## src/rtl/core/sha1_pkg.sv

```systemverilog
// ----------------------------------------------------------------------------
// sha1_pkg
// Shared types and constants of the streaming SHA-1 block.
// ----------------------------------------------------------------------------
`default_nettype none

package sha1_pkg;

    localparam logic [1:0] OP_ABSORB  = 2'd0;
    localparam logic [1:0] OP_FINISH  = 2'd1;
    localparam logic [1:0] OP_RESTART = 2'd2;

    localparam logic [31:0] H0_INIT = 32'h67452301;
    localparam logic [31:0] H1_INIT = 32'hEFCDAB89;
    localparam logic [31:0] H2_INIT = 32'h98BADCFE;
    localparam logic [31:0] H3_INIT = 32'h10325476;
    localparam logic [31:0] H4_INIT = 32'hC3D2E1F0;

    localparam logic [31:0] K0 = 32'h5A827999;
    localparam logic [31:0] K1 = 32'h6ED9EBA1;
    localparam logic [31:0] K2 = 32'h8F1BBCDC;
    localparam logic [31:0] K3 = 32'hCA62C1D6;

    localparam logic [7:0] PAD_BYTE = 8'h80;

    typedef enum logic [1:0] {
        CMD_ABSORB  = 2'd0,
        CMD_FINISH  = 2'd1,
        CMD_RESTART = 2'd2
    } cmd_kind_t;

    typedef struct packed {
        cmd_kind_t  kind;
        logic [7:0] data;
    } cmd_t;

endpackage

`default_nettype wire

```

## src/rtl/core/sha1_stream_hash_top.sv

```systemverilog
// ----------------------------------------------------------------------------
// sha1_stream_hash_top
// Streaming SHA-1 hash over a byte stream.
// ----------------------------------------------------------------------------
// Input channel s_*: one beat per op. Absorb (op 0) carries one message
// byte; finish (op 1) pads and closes the message and returns five
// digest beats on m_*, word 0 first, m_last_word on word 4; restart
// (op 2) reloads the initial hash. Op 3 is dropped. Absorbs after a
// finish are dropped; a repeated finish re-sends the same digest.
// A two-entry queue sits between the input port and the hash engine.
// An absorb writes one byte into the word window; the 64th byte of a
// block starts the 80 rounds of the single round unit and the final
// add; the engine takes no command meanwhile. Finish pads, runs one
// or two blocks of rounds and sends the digest. The engine holds
// each digest beat until m_ready; input beats queue up to two deep and
// then s_ready drops. Reset (aresetn low, synchronous) empties the
// queue and loads the initial hash; no clearing pass is needed.
// ----------------------------------------------------------------------------
`default_nettype none

module sha1_stream_hash_top
    import sha1_pkg::*;
(
    input  wire logic        aclk,
    input  wire logic        aresetn,
    input  wire logic        s_valid,
    output logic             s_ready,
    input  wire logic [1:0]  s_op,
    input  wire logic [7:0]  s_data_byte,
    output logic             m_valid,
    input  wire logic        m_ready,
    output logic [31:0]      m_digest_word,
    output logic [2:0]       m_word_index,
    output logic             m_last_word
);

    logic q_valid, q_ready;
    cmd_t q_cmd;

    sha1_front u_front (
        .aclk(aclk), .aresetn(aresetn),
        .s_valid(s_valid), .s_ready(s_ready),
        .s_op(s_op), .s_data_byte(s_data_byte),
        .q_valid(q_valid), .q_ready(q_ready), .q_cmd(q_cmd)
    );

    sha1_engine u_engine (
        .aclk(aclk), .aresetn(aresetn),
        .q_valid(q_valid), .q_ready(q_ready), .q_cmd(q_cmd),
        .m_valid(m_valid), .m_ready(m_ready),
        .m_digest_word(m_digest_word), .m_word_index(m_word_index),
        .m_last_word(m_last_word)
    );

endmodule

`default_nettype wire

```

## src/rtl/core/sha1_front.sv

```systemverilog
// ----------------------------------------------------------------------------
// sha1_front
// Accepts input beats, drops unused op codes and pushes commands to a
// two-entry queue read by the hash engine.
// ----------------------------------------------------------------------------
`default_nettype none

module sha1_front
    import sha1_pkg::*;
(
    input  wire logic       aclk,
    input  wire logic       aresetn,
    input  wire logic       s_valid,
    output logic            s_ready,
    input  wire logic [1:0] s_op,
    input  wire logic [7:0] s_data_byte,
    output logic            q_valid,
    input  wire logic       q_ready,
    output cmd_t            q_cmd
);

    cmd_t       mem_reg [2];
    logic       wr_ptr_reg, rd_ptr_reg;
    logic [1:0] count_reg;
    logic       push, pop, keep;
    cmd_t       cmd_in;

    assign s_ready = (count_reg != 2'd2);
    assign keep    = (s_op == OP_ABSORB) || (s_op == OP_FINISH) || (s_op == OP_RESTART);
    assign push    = s_valid && s_ready && keep;
    assign q_valid = (count_reg != 2'd0);
    assign pop     = q_valid && q_ready;
    assign q_cmd   = mem_reg[rd_ptr_reg];

    always_comb begin
        cmd_in.data = s_data_byte;
        case (s_op)
            OP_FINISH:  cmd_in.kind = CMD_FINISH;
            OP_RESTART: cmd_in.kind = CMD_RESTART;
            default:    cmd_in.kind = CMD_ABSORB;
        endcase
    end

    always_ff @(posedge aclk) begin
        if (push) begin
            mem_reg[wr_ptr_reg] <= cmd_in;
        end
        if (!aresetn) begin
            wr_ptr_reg <= 1'b0;
            rd_ptr_reg <= 1'b0;
            count_reg  <= 2'd0;
        end else begin
            if (push) wr_ptr_reg <= ~wr_ptr_reg;
            if (pop)  rd_ptr_reg <= ~rd_ptr_reg;
            count_reg <= count_reg + {1'b0, push} - {1'b0, pop};
        end
    end

endmodule

`default_nettype wire

```

## src/rtl/core/sha1_engine.sv

```systemverilog
// ----------------------------------------------------------------------------
// sha1_engine
// Packs bytes into a 16-word window, runs one compression round a cycle,
// applies padding and streams the five digest words.
// ----------------------------------------------------------------------------
`default_nettype none

module sha1_engine
    import sha1_pkg::*;
(
    input  wire logic        aclk,
    input  wire logic        aresetn,
    input  wire logic        q_valid,
    output logic             q_ready,
    input  wire cmd_t        q_cmd,
    output logic             m_valid,
    input  wire logic        m_ready,
    output logic [31:0]      m_digest_word,
    output logic [2:0]       m_word_index,
    output logic             m_last_word
);

    typedef enum logic [4:0] {
        ST_IDLE  = 5'b00001,
        ST_ROUND = 5'b00010,
        ST_PAD   = 5'b00100,
        ST_EMIT  = 5'b01000,
        ST_ADD   = 5'b10000
    } state_t;

    state_t       state_reg;
    logic [31:0]  h_reg [5];
    logic [31:0]  w_reg [16];
    logic [31:0]  a_reg, b_reg, c_reg, d_reg, e_reg;
    logic [5:0]   fill_reg;
    logic [63:0]  msg_reg;
    logic         fin_reg;
    logic [6:0]   rnd_reg;
    logic         pad_more_reg;   // second padding block still to go
    logic         emit_after_reg; // emit digest once compression ends
    logic [2:0]   idx_reg;

    logic [31:0]  f, k, t, wnew, wcur, in_word;
    logic [63:0]  bits;

    assign bits    = {msg_reg[60:0], 3'b000};
    assign q_ready = (state_reg == ST_IDLE);
    assign m_valid = (state_reg == ST_EMIT);
    assign m_digest_word = h_reg[idx_reg];
    assign m_word_index  = idx_reg;
    assign m_last_word   = (idx_reg == 3'd4);

    assign wcur = w_reg[0];
    assign wnew = {w_reg[13][30:0] ^ w_reg[8][30:0] ^ w_reg[2][30:0] ^ w_reg[0][30:0],
                   w_reg[13][31] ^ w_reg[8][31] ^ w_reg[2][31] ^ w_reg[0][31]};

    always_comb begin
        if (rnd_reg < 7'd20) begin
            f = (b_reg & c_reg) | (~b_reg & d_reg);
            k = K0;
        end else if (rnd_reg < 7'd40) begin
            f = b_reg ^ c_reg ^ d_reg;
            k = K1;
        end else if (rnd_reg < 7'd60) begin
            f = (b_reg & c_reg) | (b_reg & d_reg) | (c_reg & d_reg);
            k = K2;
        end else begin
            f = b_reg ^ c_reg ^ d_reg;
            k = K3;
        end
        t = {a_reg[26:0], a_reg[31:27]} + f + e_reg + k + wcur;
    end

    // merge the byte into its word lane
    always_comb begin
        in_word = w_reg[fill_reg[5:2]];
        case (fill_reg[1:0])
            2'd0:    in_word = {q_cmd.data, 24'd0};
            2'd1:    in_word[23:16] = q_cmd.data;
            2'd2:    in_word[15:8]  = q_cmd.data;
            default: in_word[7:0]   = q_cmd.data;
        endcase
    end

    always_ff @(posedge aclk) begin
        if (!aresetn) begin
            state_reg <= ST_IDLE;
            h_reg[0] <= H0_INIT; h_reg[1] <= H1_INIT; h_reg[2] <= H2_INIT;
            h_reg[3] <= H3_INIT; h_reg[4] <= H4_INIT;
            fill_reg <= 6'd0;
            msg_reg  <= 64'd0;
            fin_reg  <= 1'b0;
            rnd_reg  <= 7'd0;
            idx_reg  <= 3'd0;
            pad_more_reg   <= 1'b0;
            emit_after_reg <= 1'b0;
        end else begin
            case (state_reg)
                ST_IDLE: begin
                    if (q_valid) begin
                        case (q_cmd.kind)
                            CMD_ABSORB: begin
                                if (!fin_reg) begin
                                    w_reg[fill_reg[5:2]] <= in_word;
                                    msg_reg  <= msg_reg + 64'd1;
                                    fill_reg <= fill_reg + 6'd1;
                                    if (fill_reg == 6'd63) begin
                                        a_reg <= h_reg[0]; b_reg <= h_reg[1];
                                        c_reg <= h_reg[2]; d_reg <= h_reg[3];
                                        e_reg <= h_reg[4];
                                        rnd_reg <= 7'd0;
                                        emit_after_reg <= 1'b0;
                                        pad_more_reg   <= 1'b0;
                                        state_reg <= ST_ROUND;
                                    end
                                end
                            end
                            CMD_FINISH: begin
                                idx_reg <= 3'd0;
                                if (fin_reg) begin
                                    state_reg <= ST_EMIT;
                                end else begin
                                    state_reg <= ST_PAD;
                                end
                            end
                            CMD_RESTART: begin
                                h_reg[0] <= H0_INIT; h_reg[1] <= H1_INIT;
                                h_reg[2] <= H2_INIT; h_reg[3] <= H3_INIT;
                                h_reg[4] <= H4_INIT;
                                fill_reg <= 6'd0;
                                msg_reg  <= 64'd0;
                                fin_reg  <= 1'b0;
                            end
                            default: ;
                        endcase
                    end
                end
                ST_PAD: begin
                    // stale bytes beyond fill are overwritten here
                    for (int i = 0; i < 16; i++) begin
                        if (i > int'(fill_reg[5:2]) && (i < 14 || fill_reg >= 6'd56))
                            w_reg[i] <= 32'd0;
                    end
                    case (fill_reg[1:0])
                        2'd0: w_reg[fill_reg[5:2]] <= {PAD_BYTE, 24'd0};
                        2'd1: w_reg[fill_reg[5:2]][23:0] <= {PAD_BYTE, 16'd0};
                        2'd2: w_reg[fill_reg[5:2]][15:0] <= {PAD_BYTE, 8'd0};
                        default: w_reg[fill_reg[5:2]][7:0] <= PAD_BYTE;
                    endcase
                    if (fill_reg < 6'd56) begin
                        w_reg[14] <= bits[63:32];
                        w_reg[15] <= bits[31:0];
                        pad_more_reg <= 1'b0;
                    end else begin
                        pad_more_reg <= 1'b1;
                    end
                    a_reg <= h_reg[0]; b_reg <= h_reg[1]; c_reg <= h_reg[2];
                    d_reg <= h_reg[3]; e_reg <= h_reg[4];
                    rnd_reg <= 7'd0;
                    emit_after_reg <= 1'b1;
                    fill_reg <= 6'd0;
                    fin_reg  <= 1'b1;
                    state_reg <= ST_ROUND;
                end
                ST_ROUND: begin
                    for (int i = 0; i < 15; i++) w_reg[i] <= w_reg[i+1];
                    w_reg[15] <= wnew;
                    e_reg <= d_reg;
                    d_reg <= c_reg;
                    c_reg <= {b_reg[1:0], b_reg[31:2]};
                    b_reg <= a_reg;
                    a_reg <= t;
                    rnd_reg <= rnd_reg + 7'd1;
                    if (rnd_reg == 7'd79) state_reg <= ST_ADD;
                end
                ST_ADD: begin
                    h_reg[0] <= h_reg[0] + a_reg; h_reg[1] <= h_reg[1] + b_reg;
                    h_reg[2] <= h_reg[2] + c_reg; h_reg[3] <= h_reg[3] + d_reg;
                    h_reg[4] <= h_reg[4] + e_reg;
                    if (pad_more_reg) begin
                        for (int i = 0; i < 14; i++) w_reg[i] <= 32'd0;
                        w_reg[14] <= bits[63:32];
                        w_reg[15] <= bits[31:0];
                        a_reg <= h_reg[0] + a_reg; b_reg <= h_reg[1] + b_reg;
                        c_reg <= h_reg[2] + c_reg; d_reg <= h_reg[3] + d_reg;
                        e_reg <= h_reg[4] + e_reg;
                        rnd_reg <= 7'd0;
                        pad_more_reg <= 1'b0;
                        state_reg <= ST_ROUND;
                    end else if (emit_after_reg) begin
                        idx_reg <= 3'd0;
                        state_reg <= ST_EMIT;
                    end else begin
                        state_reg <= ST_IDLE;
                    end
                end
                ST_EMIT: begin
                    if (m_ready) begin
                        idx_reg <= idx_reg + 3'd1;
                        if (idx_reg == 3'd4) state_reg <= ST_IDLE;
                    end
                end
                default: state_reg <= ST_IDLE;
            endcase
        end
    end

endmodule

`default_nettype wire

```

## config.mk

```make
export PLATFORM = sky130hd
export DESIGN_NAME = sha1_stream_hash_top
export DESIGN_NICKNAME = d
export VERILOG_FILES = /design/src/rtl/core/sha1_pkg.sv /design/src/rtl/core/sha1_stream_hash_top.sv /design/src/rtl/core/sha1_front.sv /design/src/rtl/core/sha1_engine.sv
export SDC_FILE = /design/constraint.sdc
export NUM_CORES = 2
export LEC_CHECK = 0
export BUFFER_PORTS_ARGS = -buffer_cell sky130_fd_sc_hd__buf_2
export CAP_MARGIN = 10
export CORE_MARGIN = 2
export CORE_UTILIZATION = 35
export CTS_CLUSTER_DIAMETER = 150
export DETAILED_ROUTE_END_ITERATION = 7
export GPL_ROUTABILITY_DRIVEN = 0
export HOLD_SLACK_MARGIN = 0.1
export PLACE_DENSITY_LB_ADDON = 0.05
export SETUP_SLACK_MARGIN = 0.3
export SLEW_MARGIN = 0
export SYNTH_ARGS = -nofsm -noshare
export SYNTH_HDL_FRONTEND = slang
export SYNTH_HIERARCHICAL = 1
export SYNTH_SLANG_ARGS = --single-unit
export TNS_END_PERCENT = 20
```

## constraint.sdc

```tcl
create_clock -name aclk -period 18 [get_ports aclk]
set_clock_uncertainty 0.1 [all_clocks]
set_input_delay 1.8 -clock aclk [delete_from_list [all_inputs] [get_ports aclk]]
set_output_delay 1.8 -clock aclk [all_outputs]
set_load 0.02 [all_outputs]
```

# After elaboration in Yosys (flattened, before gate mapping)
# Memories as Yosys holds them, arrays and structs flattened. A register that Yosys moved wholly into a read port is not among the register bits.
# Index checks and enable logic that the tools add are counted.
# totals
ff_bits,252
latchBits,0
mem_bits_rw,692
mem_bits_ro,0
input_bits,14
out_inout_bits,38
mem_count,3
# mem_list
memory,depth,word_bits,read_ports,rd_ports_with_merged_regs,wr,line_no,text
u_engine.w_reg,16,32,16,0,16,sha1_engine.sv:33,logic [31:0] w_reg [16];
u_engine.h_reg,5,32,6,1,5,sha1_engine.sv:32,logic [31:0] h_reg [5];
u_front.mem_reg,2,10,1,1,1,sha1_front.sv:22,cmd_t mem_reg [2];
# op_classes
addsub,15
multipliers,0
n_div,0
n_lt_le_gt_ge,20
n_eq_ne,36
shifts,0
muxes,244
bitwise,71
reduce_logical,32
# ops
cell,n
$mux W32,74
$pmux W32 S4,5
$add A32 B32 Y32,9
$and A32 B32 Y32,4
$pmux W64 S2,1
$mux W1,113
$or A32 B32 Y32,3
$xor A31 B31 Y31,3
$mux W8,11
$add A64 B1 Y64 const B,1
$mux W64,1
$xor A32 B32 Y32,2
$or A1 B1 Y1,53
$pmux W8 S2,3
$mux W5,7
$mux W7,5
$gt A4 B4 Y1 const A,8
$not A32 Y32,1
$reduce_or A32 Y1,1
$mux W31,1
$pmux W7 S4,1
$pmux W5 S5,1
$pmux W6 S2,2
$mux W3,7
51 further kinds,101

# Logic depth before layout (Yosys ltp)
# depth
ltp_word,12
ltp_mapped,26
mapped_depth_nobuf,25

# Modules after synthesis
# Netlist, hierarchy kept.
# modules_own_cells
mod,n_inst,cells_each,area_each_um2,seq_area_each_um2
sha1_engine,1,5442,53281.1,23862.9
sha1_front,1,64,999.7,700.7

# Worst setup path before layout
# OpenSTA, ideal clock, no wires.
# synth_timing
kind,input to register
from,in aresetn
to,"reg u_engine.a_reg[0], enable pin"
setup_ns,0.875
arrival_time_ns,12.909
required_ns,17.025
setup_slack_ns,4.115
cell_stages,3
n_path_buf,1
path_cell_list,inv_1 -> clkbuf_1 -> nor3_1
# synth_via
elab_chain_cells,1
# synth_rtl
item,line_no,text
"start, declared",sha1_stream_hash_top.sv:25,"input wire logic aresetn,"
$reduce_and A7 Y1 (no line),n/a,
"end signal, assigned",sha1_engine.sv:108,a_reg <= h_reg[0]; b_reg <= h_reg[1];
"end signal, assigned",sha1_engine.sv:157,a_reg <= h_reg[0]; b_reg <= h_reg[1]; c_reg <= h_reg[2];
"end signal, assigned",sha1_engine.sv:172,a_reg <= t;
"end, declared",sha1_engine.sv:34,"logic [31:0] a_reg, b_reg, c_reg, d_reg, e_reg;"
# No other way between the ends.
# A chain may end at the register's enable or synchronous reset.

# Worst setup path in the final report
# layout_timing
from,reg u_engine.rnd_reg[4]
to,reg u_engine.a_reg[30] (data pin)
# layout_via
elab_chain_cells,9
# layout_rtl
item,line_no,text
"start, declared",sha1_engine.sv:38,logic [6:0] rnd_reg;
"start signal, assigned",sha1_engine.sv:173,rnd_reg <= rnd_reg + 7'd1;
$lt A7 B6 Y1,sha1_engine.sv:64,end else if (rnd_reg < 7'd60) begin
$mux W32,sha1_engine.sv:64,
$mux W32,sha1_engine.sv:61,end else if (rnd_reg < 7'd40) begin
$mux W32,sha1_engine.sv:58,if (rnd_reg < 7'd20) begin
$add A32 B32 Y32 (2 in a row),sha1_engine.sv:71,"t = {a_reg[26:0], a_reg[31:27]} + f + e_reg + k + wcur;"
$add A32 B32 Y32 (*) (2 in a row),sha1_engine.sv:71,
$pmux W32 S4 (*),sha1_engine.sv:98,case (state_reg)
# Mark *: on every way between the ends. The rest lies on a longest branch, timed or not.

==> results.py <==
metrics = {
    "timing": {
        "report.final.slew_viol_count": 0,
        "period_needed_ns": 8.62,
        "rsz0062_at_grt": "false",
        "relSlewSlack": 0.152,
        "worstMarginPinSlew_ns": 1.27,
        "post-route-period-util": 0.479,
        "finalSetupViolCount": 0,
        "layout_setup_ws_ns": 9.38,
        "tns_ns": 0,
        "max_freq_mhz": 116,
        "hold_viol_final": 0,
    },
    "power_and_ir_drop": {
        "p_sw_mw": 3.56,
        "p_comb_frac": 0.393,
        "p_seq_frac": 0.344,
        "internal_power_mw": 5.52,
        "peakVddDrop_uv": 106,
        "power_switching_share": 0.392,
        "total_power_mw": 9.09,
        "power_frac_clock": 0.263,
        "p_leak_nw": 22.6,
        "p_per_area_nw_per_um2": 150,
    },
    "setup_path": {
        "critPathLaunchType": "flip-flop",
        "cp.arrival_ns": 8.99,
        "required_ns": 18.38,
        "r2r_end": "u_engine/a_reg[30]",
        "timing.rr.start": "u_engine/rnd_reg[4]",
        "worstSetupEndpointType": "flip-flop",
        "reg2reg_depth": 20,
        "crit_type": "flip-flop to flip-flop",
        "crit_path_max_fanout": 19,
        "r2r_setup_slack_ns": 9.38,
    },
    "yosys": {
        "ys_top_cells_by_area": "edfxtp_1 31%, dfxtp_1 14%, ha_1 4.6%, fa_1 4.6%, nand2_1 3.8%",
        "syn_area_sq_um": 54300,
        "synth-seq-cells": 945,
        "yosysSeqAreaShare": 0.453,
        "yosysTopAreaCellShare": 0.312,
        "synth_ff_type": "edfxtp_1",
        "synth_edf_count": 564,
        "ys_types": 104,
        "ys.warnings.count": 6,
        "syn_area_per_cell_sq_um": 9.86,
        "synthArstFlopShare": 0,
        "synth_cells": 5506,
        "yosysTopAreaCell": "edfxtp_1",
        "synth.net_count": 5846,
    },
    "route": {
        "vias": 42800,
        "drt_iter0_drc": 4015,
        "via_per_inst": 5.64,
        "drtPass1Iterations": 8,
        "route.detailed.drc": 4,
        "wl_per_cell_microns": 25.6,
        "antenna_left": 0,
        "drt-total-wl_mm": 194,
    },
    "floorplan": {
        "die_x_microns": 398,
        "start_util": 0.352,
        "core-area_sq_um": 154000,
        "fp-row-count": 144,
        "die_h_microns": 398,
        "io_pins": 52,
        "die_area_sq_um": 158000,
    },
    "cts": {
        "cts_buffers": 114,
        "cts-root-buf": "clkbuf_16",
        "cts_hold_buffers": 0,
        "cts_post_setup_buffers_inserted": 0,
        "clockBufferDepth": 3,
        "clk_pin_slew_ns": 0.06,
        "tritoncts": "yes",
        "post_cts_resized": 0,
        "insertion_delay_ns": 0.75,
        "cts_sinks": 945,
        "cts.htree.levels": 3,
    },
    "grt": {
        "grt_max_degree": 175,
        "antenna_found_initial": 2,
        "overflow": 0,
        "grt_usage": 0.242,
        "grt_pass1_wl_mm": 286,
        "grt_pass1_vias": 41600,
    },
    "finish": {
        "drive_above_1_share": 0.0870,
        "fin_util": 0.393,
        "syn_to_final_growth_pct": 11.6,
        "largest_register_ff_count": 512,
        "n_fill_cell": 15300,
        "stdcell_area_sq_um": 60600,
        "final_net_count": 5786,
    },
    "placement": {
        "io_buffers": 51,
        "dpl.hpwl_mm": 135,
        "place_area_sq_um": 56800,
        "dp_slack_ns": 9.61,
    },
    "hold_path": {
        "hold_path_class": "flip-flop to flip-flop",
        "hold_path_depth": 2,
        "hold_path_end": "u_engine/w_reg[4][31]",
        "min_from": "u_engine/w_reg[5][31]",
    },
    "outcome": {
        "violations": "design-rule violations",
        "status": "finished with violations",
    },
    "flow_run": {
        "cap_violations": 0,
    },
}
==> kinds of logic after synthesis <==
| family | synth area share |
|---|---|
| compound gates | 0.198 |
| simple gates | 0.126 |
| flops | 0.453 |
| buf+inv | 0.0397 |
| xor+xnor | 0.0544 |
| fa+ha+maj | 0.0924 |
| mux | 0.0366 |
==> metrics by stage <==
| step | hold slack [ns] | std cells |
|---|---|---|
| after floorplan | 0.326 | 5506 |
| after global placement | 0.344 | 7372 |
| after detailed placement | 0.343 | 7372 |
| after CTS | 0.348 | 7584 |
| after global routing | 0.366 | 7586 |
| final | 0.349 | 7589 |
==> synth_stat cells (22+ instances only) <==
cell,n
edfxtp_1,564
nor2b_1,27
a221o_1,22
nand3_1,68
buf_1,25
fa_1,125
xnor2_1,181
nand2_1,549
a22oi_1,259
a21o_1,144
or3_1,24
dfxtp_1,381
mux4_2,32
mux2i_1,58
xor2_1,156
clkbuf_1,272
o21bai_1,49
nor2_1,549
o21a_1,27
and2_1,32
mux2_2,61
o21ai_0,349
nand4_1,30
a21oi_1,334
and3_1,63
ha_1,201
nor3_1,131
o211ai_1,29
inv_1,255
o21ai_1,39
a211oi_1,183
==> critical path, cell delays in order, from the launching register on <==
cell	delay, ns
dfxtp_1	0.35
o21ai_0	0.14
nor2b_1	0.25
inv_1	0.28
nand2_1	0.87
clkinv_1	1.23
a222oi_1	0.70
fa_1	0.52
fa_1	0.53
fa_1	0.52
inv_1	0.05
ha_1	0.33
o21ai_0	0.13
o211ai_1	0.23
nand3_1	0.18
o211ai_1	0.23
nand2_1	0.20
o311ai_0	0.67
nand2_1	0.23
o311ai_0	0.44
nand4_1	0.13
==> worst max path at each step <==
stage / start / endpoint / slack, ns / depth (start not counted)
2_1_floorplan: aresetn / u_engine/a_reg[0] / 4.12 / 3
3_3_place_gp: u_engine/rnd_reg[4] / u_engine/a_reg[30] / 9.79 / 20
3_5_place_dp: u_engine/rnd_reg[4] / u_engine/a_reg[30] / 9.61 / 20
4_1_cts: u_engine/rnd_reg[4] / u_engine/a_reg[30] / 9.51 / 20
5_1_grt: u_engine/rnd_reg[4] / u_engine/a_reg[30] / 8.90 / 20
6_report: u_engine/rnd_reg[4] / u_engine/a_reg[30] / 9.38 / 20
==> metal layers <==
metal	GRT usage	vias to the layer above	wire length (microns)
met5	0	-	0
met4	0.0542	0	4120
met3	0.0447	216	12400
met2	0.356	1224	82900
met1	0.364	21400	94700
li1	-	20000	-
==> cell usage in the layout (no fill, tap or decap), types with 29 or more instances in the layout <==
| master | netlist | routed |
|---|---|---|
| nand3_1 | 68 | 68 |
| o21ai_0 | 349 | 345 |
| a21oi_1 | 334 | 333 |
| mux4_2 | 32 | 32 |
| a22oi_1 | 259 | 259 |
| nor2_1 | 549 | 545 |
| mux2i_1 | 58 | 58 |
| inv_1 | 255 | 255 |
| dfxtp_1 | 381 | 378 |
| buf_2 | 10 | 52 |
| fa_1 | 125 | 125 |
| and2_1 | 32 | 32 |
| a21o_1 | 144 | 144 |
| buf_4 | 3 | 75 |
| nand4_1 | 30 | 30 |
| and3_1 | 63 | 61 |
| a211oi_1 | 183 | 183 |
| nor3_1 | 131 | 130 |
| o21bai_1 | 49 | 49 |
| nand2_1 | 549 | 547 |
| xnor2_1 | 181 | 181 |
| ha_1 | 201 | 201 |
| clkbuf_16 | 0 | 115 |
| mux2_2 | 61 | 61 |
| o21ai_1 | 39 | 42 |
| o211ai_1 | 29 | 29 |
| edfxtp_1 | 564 | 564 |
| xor2_1 | 156 | 156 |
==> power by group through the flow <==
stage | logic [mW] | registers, mW | clock network (mW)
2_1_floorplan | 2.55 | 3.03 | 0
3_3_place_gp | 3.54 | 3.16 | 0
3_5_place_dp | 3.54 | 3.16 | 0
4_1_cts | 3.57 | 3.12 | 2.45
5_1_grt | 3.97 | 3.17 | 2.52
6_report | 3.57 | 3.12 | 2.39
==> layout make-up <==
class / count / area, sq um / share of cell area
tap: 2044 / 2560 / 0.0422
inverter: 258 / 968 / 0.0160
clock buffer: 170 / 3350 / 0.0552
timing repair buffer: 134 / 951 / 0.0157
antenna: 3 / 7.51 / 0.000124
sequential: 945 / 24600 / 0.405
clock inverter: 42 / 464 / 0.00766
multi-input combinational: 3993 / 27700 / 0.458
Note: power is estimated with default switching activity, not from simulation.
